**config.mk**
```make
export PLATFORM = sky130hd
export DESIGN_NAME = i2c_target_register_file_core
export DESIGN_NICKNAME = d
export VERILOG_FILES = /design/src/hw/rtl/i2ctrf_pkg.sv /design/src/hw/rtl/i2c_target_register_file_core.sv /design/src/hw/rtl/i2ctrf_ctrl.sv /design/src/hw/rtl/i2ctrf_store.sv
export VERILOG_INCLUDE_DIRS = /design/src /design/src/hw/rtl
export SDC_FILE = /design/constraint.sdc
export NUM_CORES = 1
export LEC_CHECK = 0
export BUFFER_PORTS_ARGS = -buffer_cell sky130_fd_sc_hd__buf_4
export CORE_ASPECT_RATIO = 0.75
export CORE_MARGIN = 3
export CORE_UTILIZATION = 30
export DETAILED_ROUTE_END_ITERATION = 16
export GPL_TIMING_DRIVEN = 0
export HOLD_SLACK_MARGIN = 0.08
export PLACE_DENSITY = 0.4
export SETUP_SLACK_MARGIN = 0.05
export SLEW_MARGIN = 40
export SYNTH_ARGS = -nofsm -noshare
export SYNTH_HDL_FRONTEND = slang
export SYNTH_SLANG_ARGS = --single-unit
```
**constraint.sdc**
```tcl
create_clock -name clk -period 7 [get_ports clk]
set_input_delay 1.4 -clock clk [delete_from_list [all_inputs] [get_ports clk]]
set_output_delay 1.4 -clock clk [all_outputs]
set_load 0.1 [all_outputs]
```
**src/hw/rtl/i2c_target_register_file_core_macros.svh**
```systemverilog
// ----------------------------------------------------------------------------
// I2C target register file assertion macros
// Shared concurrent assertion forms, sampled on clk, disabled while in reset.
// ----------------------------------------------------------------------------
`ifndef I2C_TARGET_REGISTER_FILE_CORE_MACROS_SVH
`define I2C_TARGET_REGISTER_FILE_CORE_MACROS_SVH

// consequent holds in the same cycle as the antecedent
`define I2CTRF_ASSERT_SAME(label, ante, cons) \
    label: assert property (@(posedge clk) disable iff (!rst_n) (ante) |-> (cons)) \
        else $error("i2ctrf assertion failed");

// consequent holds in the cycle after the antecedent
`define I2CTRF_ASSERT_NEXT(label, ante, cons) \
    label: assert property (@(posedge clk) disable iff (!rst_n) (ante) |=> (cons)) \
        else $error("i2ctrf assertion failed");

`endif

```
**src/hw/rtl/i2ctrf_pkg.sv**
```systemverilog
// ----------------------------------------------------------------------------
// I2C target register file package
// Bus event codes, widths and the operation passed from control to storage.
// ----------------------------------------------------------------------------
package i2ctrf_pkg;

    // default number of byte registers
    localparam int DEFAULT_STORE_DEPTH = 32;

    // register pointer width
    localparam int PTR_W = 8;

    // byte-level bus event codes, other codes behave as nack
    typedef enum logic [2:0] {
        EV_WR_ADDR = 3'd0,
        EV_WR_DATA = 3'd1,
        EV_RD_ADDR = 3'd2,
        EV_RD_DATA = 3'd3,
        EV_OTHER   = 3'd4
    } bus_event_t;

    // one storage operation per transaction
    typedef struct packed {
        logic             wr_en;
        logic             rd_en;
        logic [PTR_W-1:0] idx;
        logic [7:0]       data;
    } store_op_t;

endpackage

```
**src/hw/rtl/i2c_target_register_file_core.sv**
```systemverilog
// Path: an accepted bus event is held in the input register, its result then
// in the result register. Throughput: one bus event per cycle unless out_ready
// holds the result, set by the pointer update and the one-write-or-read memory
// port per transaction. Reset: pointer zero, write phase idle, every register
// byte reads as zero (per-entry valid bits), pipeline empty; no clearing pass.
// ----------------------------------------------------------------------------
// I2C target register file core
// Byte-level I2C target register map with auto-incrementing pointer.
// ----------------------------------------------------------------------------
module i2c_target_register_file_core #(
    parameter int STORE_DEPTH = i2ctrf_pkg::DEFAULT_STORE_DEPTH
) (
    input  logic       clk,
    input  logic       rst_n,
    input  logic       in_valid,
    output logic       in_ready,
    input  logic [2:0] bus_event,
    input  logic [7:0] rx_byte,
    output logic       out_valid,
    input  logic       out_ready,
    output logic       tx_valid,
    output logic [7:0] tx_byte
);

    logic                  s1_valid_reg;
    logic [2:0]            s1_event_reg;
    logic [7:0]            s1_byte_reg;
    logic                  advance;
    i2ctrf_pkg::store_op_t op;

    // the input stage moves on when the result register is free
    assign advance  = s1_valid_reg && (!out_valid || out_ready);
    assign in_ready = !s1_valid_reg || advance;

    // input register control
    always_ff @(posedge clk or negedge rst_n)
    begin
        if (!rst_n)
        begin
            s1_valid_reg <= 1'b0;
        end
        else if (in_ready)
        begin
            s1_valid_reg <= in_valid;
        end
    end

    // input register payload
    always_ff @(posedge clk)
    begin
        if (in_valid && in_ready)
        begin
            s1_event_reg <= bus_event;
            s1_byte_reg  <= rx_byte;
        end
    end

    // pointer and phase control
    i2ctrf_ctrl #(
        .STORE_DEPTH (STORE_DEPTH)
    ) u_ctrl (
        .clk       (clk),
        .rst_n     (rst_n),
        .fire      (advance),
        .bus_event (s1_event_reg),
        .rx_byte   (s1_byte_reg),
        .op        (op)
    );

    // register storage and result
    i2ctrf_store #(
        .STORE_DEPTH (STORE_DEPTH)
    ) u_store (
        .clk       (clk),
        .rst_n     (rst_n),
        .advance   (advance),
        .op        (op),
        .out_ready (out_ready),
        .out_valid (out_valid),
        .tx_valid  (tx_valid),
        .tx_byte   (tx_byte)
    );

endmodule

```
**src/hw/rtl/i2ctrf_ctrl.sv**
```systemverilog
// ----------------------------------------------------------------------------
// I2C target register file control
// Holds the register pointer and write phase, decodes one bus event per
// transaction into a storage operation.
// ----------------------------------------------------------------------------
`include "i2c_target_register_file_core_macros.svh"

module i2ctrf_ctrl #(
    parameter int STORE_DEPTH = i2ctrf_pkg::DEFAULT_STORE_DEPTH
) (
    input  logic                                clk,
    input  logic                                rst_n,
    input  logic                                fire,
    input  logic [2:0]                          bus_event,
    input  logic [7:0]                          rx_byte,
    output i2ctrf_pkg::store_op_t               op
);

    typedef enum logic [1:0] {
        PH_IDLE    = 2'd0,
        PH_POINTER = 2'd1,
        PH_DATA    = 2'd2
    } phase_t;

    localparam logic [i2ctrf_pkg::PTR_W:0] DEPTH_EXT = (i2ctrf_pkg::PTR_W + 1)'(STORE_DEPTH);

    phase_t                       phase_reg;
    phase_t                       phase_next;
    logic [i2ctrf_pkg::PTR_W-1:0] ptr_reg;
    logic [i2ctrf_pkg::PTR_W-1:0] ptr_next;
    logic [i2ctrf_pkg::PTR_W-1:0] wrap_idx;
    logic [i2ctrf_pkg::PTR_W:0]   inc_ext;

    // pointer at or beyond the store wraps to zero before the access
    always_comb
    begin
        wrap_idx = ({1'b0, ptr_reg} >= DEPTH_EXT) ? '0 : ptr_reg;
        inc_ext  = {1'b0, wrap_idx} + (i2ctrf_pkg::PTR_W + 1)'(1);
    end

    // event decode and next pointer / phase
    always_comb
    begin
        phase_next = phase_reg;
        ptr_next   = ptr_reg;
        op.wr_en   = 1'b0;
        op.rd_en   = 1'b0;
        op.idx     = wrap_idx;
        op.data    = rx_byte;
        unique case (bus_event)
            i2ctrf_pkg::EV_WR_ADDR:
            begin
                ptr_next   = '0;
                phase_next = PH_POINTER;
            end
            i2ctrf_pkg::EV_WR_DATA:
            begin
                if (phase_reg == PH_POINTER)
                begin
                    ptr_next   = rx_byte;
                    phase_next = PH_DATA;
                end
                else
                begin
                    op.wr_en = 1'b1;
                    ptr_next = (inc_ext >= DEPTH_EXT) ? '0 : inc_ext[i2ctrf_pkg::PTR_W-1:0];
                end
            end
            i2ctrf_pkg::EV_RD_ADDR, i2ctrf_pkg::EV_RD_DATA:
            begin
                op.rd_en = 1'b1;
                ptr_next = inc_ext[i2ctrf_pkg::PTR_W-1:0];
            end
            default:
            begin
                phase_next = phase_reg;
            end
        endcase
    end

    // pointer and phase state
    always_ff @(posedge clk or negedge rst_n)
    begin
        if (!rst_n)
        begin
            phase_reg <= PH_IDLE;
            ptr_reg   <= '0;
        end
        else if (fire)
        begin
            phase_reg <= phase_next;
            ptr_reg   <= ptr_next;
        end
    end

    // checks
    `I2CTRF_ASSERT_NEXT(a_wr_addr_sets_pointer_phase,
        fire && bus_event == i2ctrf_pkg::EV_WR_ADDR,
        phase_reg == PH_POINTER && ptr_reg == '0)
    `I2CTRF_ASSERT_NEXT(a_write_leaves_pointer_in_range,
        fire && op.wr_en,
        {1'b0, ptr_reg} < DEPTH_EXT)

endmodule

```
**src/hw/rtl/i2ctrf_store.sv**
```systemverilog
// ----------------------------------------------------------------------------
// I2C target register file storage
// Byte register memory with per-entry valid bits and the result register.
// ----------------------------------------------------------------------------
`include "i2c_target_register_file_core_macros.svh"

module i2ctrf_store #(
    parameter int STORE_DEPTH = i2ctrf_pkg::DEFAULT_STORE_DEPTH
) (
    input  logic                  clk,
    input  logic                  rst_n,
    input  logic                  advance,
    input  i2ctrf_pkg::store_op_t op,
    input  logic                  out_ready,
    output logic                  out_valid,
    output logic                  tx_valid,
    output logic [7:0]            tx_byte
);

    localparam int IDX_W = (STORE_DEPTH > 1) ? $clog2(STORE_DEPTH) : 1;

    logic [7:0]             mem [STORE_DEPTH];
    logic [STORE_DEPTH-1:0] vld_reg;
    logic [IDX_W-1:0]       addr;
    logic                   out_valid_reg;
    logic                   tx_valid_reg;
    logic [7:0]             tx_byte_reg;

    assign addr = op.idx[IDX_W-1:0];

    // memory write and registered read into the result register
    always_ff @(posedge clk)
    begin
        if (advance && op.wr_en)
        begin
            mem[addr] <= op.data;
        end
        if (advance)
        begin
            tx_valid_reg <= op.rd_en;
            tx_byte_reg  <= (op.rd_en && vld_reg[addr]) ? mem[addr] : '0;
        end
    end

    // entry valid bits and result handshake
    always_ff @(posedge clk or negedge rst_n)
    begin
        if (!rst_n)
        begin
            vld_reg       <= '0;
            out_valid_reg <= 1'b0;
        end
        else
        begin
            if (advance && op.wr_en)
            begin
                vld_reg[addr] <= 1'b1;
            end
            if (advance)
            begin
                out_valid_reg <= 1'b1;
            end
            else if (out_ready)
            begin
                out_valid_reg <= 1'b0;
            end
        end
    end

    assign out_valid = out_valid_reg;
    assign tx_valid  = tx_valid_reg;
    assign tx_byte   = tx_byte_reg;

    // checks
    `I2CTRF_ASSERT_NEXT(a_read_gives_tx_result,
        advance && op.rd_en,
        out_valid_reg && tx_valid_reg)
    `I2CTRF_ASSERT_SAME(a_no_tx_means_zero_byte,
        out_valid_reg && !tx_valid_reg,
        tx_byte_reg == '0)

endmodule

```
Word-level counts from Yosys, hierarchy flattened:

Memories as Yosys holds them, arrays and structs flattened. A register that Yosys moved wholly into a read port is not among the register bits.
Cells that the tools add are included.

* register bits after elaboration: 56
* bits in writable memories: 256
* input port bits: 15
* output and inout port bits: 11
* word-level logic and storage cells: 54
* memories: 1

* $add $sub $neg: 1
* magnitude comparators: 4
* equality and inequality tests: 5
* muxes and demuxes: 17
* bitwise gates (word level): 1
* reduce and logical (&&, ||, !) cells: 17

Memory list
* u_store.mem: depth 32, bits a word 8, read ports 1, clocked after memory_dff 1, write ports 1, RTL line i2ctrf_store.sv:22 `logic [7:0] mem [STORE_DEPTH];`

Operators with widths (count)
* 32-bit bitwise OR: 1
* 8-bit two-way mux: 3
* 8-bit one-hot mux with 3 select lines: 1
* 8-bit by 1-bit adder with 9-bit output (second input constant): 1
* 9-bit by 6-bit >= comparator with 1-bit output (second input constant): 1
* 1-bit two-way mux: 9
* 8-bit by 6-bit >= comparator with 1-bit output (second input constant): 1
* 3-bit by 2-bit == test with 1-bit output (second input constant): 2
* 5-bit by 6-bit < comparator with 1-bit output (second input constant): 1
* 1-bit binary-select mux with 5-bit select: 1
* 1-bit demux with 5-bit select: 1
* 5-bit by 1-bit >= comparator with 1-bit output (second input constant): 1
* 1-bit logical AND: 5
* 2-bit one-hot mux with 2 select lines: 1
* 2-bit nonzero test: 2
* 3-bit by 1-bit == test with 1-bit output (second input constant): 1
* 1-bit zero test: 3
* 3-bit zero test: 1
* 3-bit AND reduction: 1
* 3-bit nonzero test: 1
* 2-bit by 1-bit == test with 1-bit output (second input constant): 1
* 1-bit logical OR: 2
* 2-bit two-way mux: 1
* 2-bit by 1-bit inequality test with 1-bit output (second input constant): 1
* other kinds (2): 2

Longest topological paths before layout:

* depth in word-level cells: 7
* gate-level depth with buffers: 10
* gate-level depth less buffers: 6

Modules after synthesis:

From an unflattened synthesis, not the netlist that was laid out.

* cells, all modules: 784
* area total of the unflattened synthesis: 12896.1 um2

By module, submodules not included
* i2ctrf_store: instances 1, cells an instance 690, area each 11770.0 um2, seq. area each 8783.4 um2
* i2ctrf_ctrl: instances 1, cells an instance 77, area each 724.4 um2, seq. area each 250.2 um2
* i2c_target_register_file_core: instances 1, cells an instance 17, area each 401.6 um2, seq. area each 355.3 um2

Least setup slack after synthesis:

OpenSTA, ideal clock, no wires.

* path type: input-to-output
* start point: input out_ready
* end point: output in_ready
* arrival: 2.222 ns
* data required time: 5.600 ns
* slack: 3.378 ns
* cell stages on the path: 1
* path buffers: 0
* path through: nand3b_1

* longest elaborated chain between the ends: 3

RTL lines
* from (decl): RTL line i2c_target_register_file_core.sv:20 `input logic out_ready,`
* 1-bit logical OR: RTL line i2c_target_register_file_core.sv:32 `assign advance = s1_valid_reg && (!out_valid || out_ready);`
* 1-bit logical AND: RTL line i2c_target_register_file_core.sv:32
* 1-bit logical OR: RTL line i2c_target_register_file_core.sv:33 `assign in_ready = !s1_valid_reg || advance;`
* to (decl): RTL line i2c_target_register_file_core.sv:16 `output logic in_ready,`

No other way between the ends.

Worst setup path in the final report:

* start point: register u_ctrl.ptr_reg[0] (netlist name)
* end point: memory u_store.mem[12][0], enable pin

* longest elaborated chain between the ends: 2

RTL lines
* from (decl): RTL line i2ctrf_ctrl.sv:29 `logic [i2ctrf_pkg::PTR_W-1:0] ptr_reg;`
* from (signal assigned): RTL line i2ctrf_ctrl.sv:92 `ptr_reg <= ptr_next;`
* 8-bit by 6-bit >= comparator with 1-bit output: RTL line i2ctrf_ctrl.sv:37 `wrap_idx = ({1'b0, ptr_reg} >= DEPTH_EXT) ? '0 : ptr_reg;`
* 8-bit two-way mux *: RTL line i2ctrf_ctrl.sv:37
* to (decl): RTL line i2ctrf_store.sv:22

Every way passes the cells marked *; elsewhere a longest branch is shown, timed or not.

==> flow_summary.yaml <==
status:
  status: "completed"
power_and_ir_drop:
  total_power_mw: 4.77
  p_leak_nw: 5.01
  ir_worst_vdd_v: 0.000155
  powerDensity_nw_per_um2: 312
critical_path:
  cp.required_ns: 7.15
  rrSetupSlack_ns: 2.98
  start_kind: "flop"
  critPathArrivalTime_ns: 4.17
  critPathKind: "flop to flop"
  critPathMaxStageDelay_ns: 0.68
  path_max_fanout: 10
  cp_slowest_cell: "nor2_1"
  path_cells: "buf_2 -> or2_2 -> clkbuf_1 -> nand2_1 -> clkbuf_1 -> nand2_1 -> clkbuf_2 -> nor2_1"
  critPathCaptureType: "flop"
  cp_top_family: "simple AND/OR/NAND/NOR gates"
  crit_buf_inv: 4
sta:
  tightest_slew_ns: 0.911
  period_share_pct: 57.4
  holdWs_ns: 0.462
  rsz0062_at_grt: "no"
  setup_violations: 0
  finalClockSkew_ns: 0.0144
  period_minus_slack_ns: 4.02
  hold_viol: 0
  relSlewSlack_pct: 39.0
  setup_tns_ns: 0
  drv_slew: 0
  fin_ws_ns: 2.98
  fmax_ghz: 0.249
synth:
  syn_nets: 900
  synth_area_leader_cell: "edfxtp_1"
  synth_top_area_share_pct: 63.9
  synth_area_leaders: "edfxtp_1 (64%), dfrtp_1 (8.5%), mux2i_1 (3.7%), a21oi_1 (3.2%), nor2_1 (2.0%)"
  ys_types: 62
  ys_warn_count: 0
  syn_inst: 885
  synth_area_um2: 13000
  ys_top_cells_by_count: "edfxtp_1 (276), a21oi_1 (83), nor2_1 (70), mux2i_1 (48), dfrtp_1 (44)"
  synth_enable_flop_cells: 276
  yosysMostFrequentCell: "edfxtp_1"
  syn_avg_cell_area_um2: 14.6
  synth_ff_type: "edfxtp_1"
  ys_ff_latch: 320
  synth-async-reset-ratio_pct: 13.8
  synth_seq_area_share_pct: 72.4
detailed_routing:
  vias_per_cell: 5.31
  drtAntennaViolNets: 0
  drtPass1Iterations: 7
  wl_per_cell_um: 28.6
  drt_iter0_drc: 908
  wl_mm: 44.8
  drc_errors: 0
  vias: 8304
die:
  start_util_pct: 30.6
  dieArea_um2: 45800
  rows: 65
  core-area_um2: 42400
  die_h_um: 186
  die_w_um: 246
  io_pins: 26
grt:
  grt_pass1_wl_mm: 62.8
  grt_pass1_vias: 7871
  antenna_found_initial: 1
  overflow: 0
  grt_usage_pct: 19.7
  grt_max_degree: 45
layout:
  syn2layout_area_growth_pct: 17.9
  drive_gt1_share_pct: 17.7
  largest_register_ffs: 256
  antenna_cells: 0
  nNetsFinal: 986
  fillers: 4034
clocking:
  cts.sinks: 320
  ctsResizeCount: 0
  cts_hold_buf: 0
  post_cts_buffers: 0
  clk_latency_ns: 0.53
  clk_pin_slew_ns: 0.06
  cts_max_level: 2
  numCtsBuffers: 36
  clockBufferDepth: 3
  cts-root-buf: "clkbuf_16"
  cts_tree: "done"
placed_design:
  post-dp-hpwl_mm: 31.2
  portBuffers: 25
  place_congestion: 0.895
  pre_cts_ws_ns: 2.67
job:
  cap_violations: 0
min_path:
  min_path_type: "flop to flop"
==> layout make-up <==
| class | count | area, µm² | share of cell area, % |
|---|---|---|---|
| clock buffers | 45 | 966 | 6.32 |
| multi-input cells | 493 | 3350 | 21.9 |
| clock inverters | 18 | 101 | 0.663 |
| repair buffers | 48 | 447 | 2.92 |
| plain buffers | 62 | 283 | 1.85 |
| well taps | 569 | 712 | 4.66 |
| inverters | 10 | 37.5 | 0.246 |
| flip-flops and latches | 320 | 9390 | 61.4 |
==> layout by cell type (no fill, tap or decap), types with 18 or more instances in the layout <==
master     count
edfxtp_1     276
clkbuf_1      32
dfrtp_1       44
o21bai_1      28
a21oi_1       83
nor2_1        53
a211oi_1      20
nor2_2        18
buf_2         28
clkbuf_16     37
mux2i_1       48
buf_4         27
nand2_1       42
buf_6         20
o21ai_0       24
==> cell families after synthesis <==
family | Yosys count | share of synthesized area, %
flip-flops | 320 | 72.4
AND/OR/NAND/NOR | 174 | 6.40
XOR/XNOR | 2 | 0.135
multiplexers | 67 | 5.53
AO/OA/AOI/OAI | 250 | 13.1
buffers and inverters | 72 | 2.40
==> through the flow <==
stage	area [µm²]	instances	util, %
global route	15300	1565	36.1
global placement	13900	1479	32.7
detailed placement	14200	1502	33.5
floorplan	13000	885	-
CTS	15300	1565	36.0
finish	15300	1565	36.1
==> path summary, 6_finish.rpt <==
kind / cells after the start / from / endpoint
hold reg to reg: 2 / u_store.vld_reg[16]$_DFFE_PN0P_ / u_store.vld_reg[16]$_DFFE_PN0P_
min in group asynchronous: 1 / rst_n / u_store.vld_reg[23]$_DFFE_PN0P_
hold / removal: 2 / u_store.vld_reg[16]$_DFFE_PN0P_ / u_store.vld_reg[16]$_DFFE_PN0P_
setup / recovery: 8 / u_ctrl.ptr_reg[0]$_DFFE_PN0P_ / u_store.mem[12][0]$_DFFE_PP_
max in group asynchronous: 1 / rst_n / u_ctrl.ptr_reg[4]$_DFFE_PN0P_
setup reg to reg: 8 / u_ctrl.ptr_reg[0]$_DFFE_PN0P_ / u_store.mem[12][0]$_DFFE_PP_
==> where the power goes <==
group	leakage [nW]	switching, mW	internal [mW]
Sequential	3.06	0.0277	2.11
Combinational	1.43	0.623	0.239
Clock	0.518	0.759	1.01
==> worst reg2reg max path: stages, from the launching register on <==
cell and delay (ns):
dfrtp_1 0.36, buf_2 0.19, or2_2 0.29, clkbuf_1 0.31
nand2_1 0.46, clkbuf_1 0.59, nand2_1 0.37, clkbuf_2 0.41
nor2_1 0.68
==> per-layer routing <==
metal	track usage, %	routed length, µm	share of wire (%)
met1	32.0	22800	51
met3	3.18	2930	6.5
met5	0	0	0
met2	27.3	18400	41
met4	4.08	722	1.6
(Power assumes the default switching activity.)
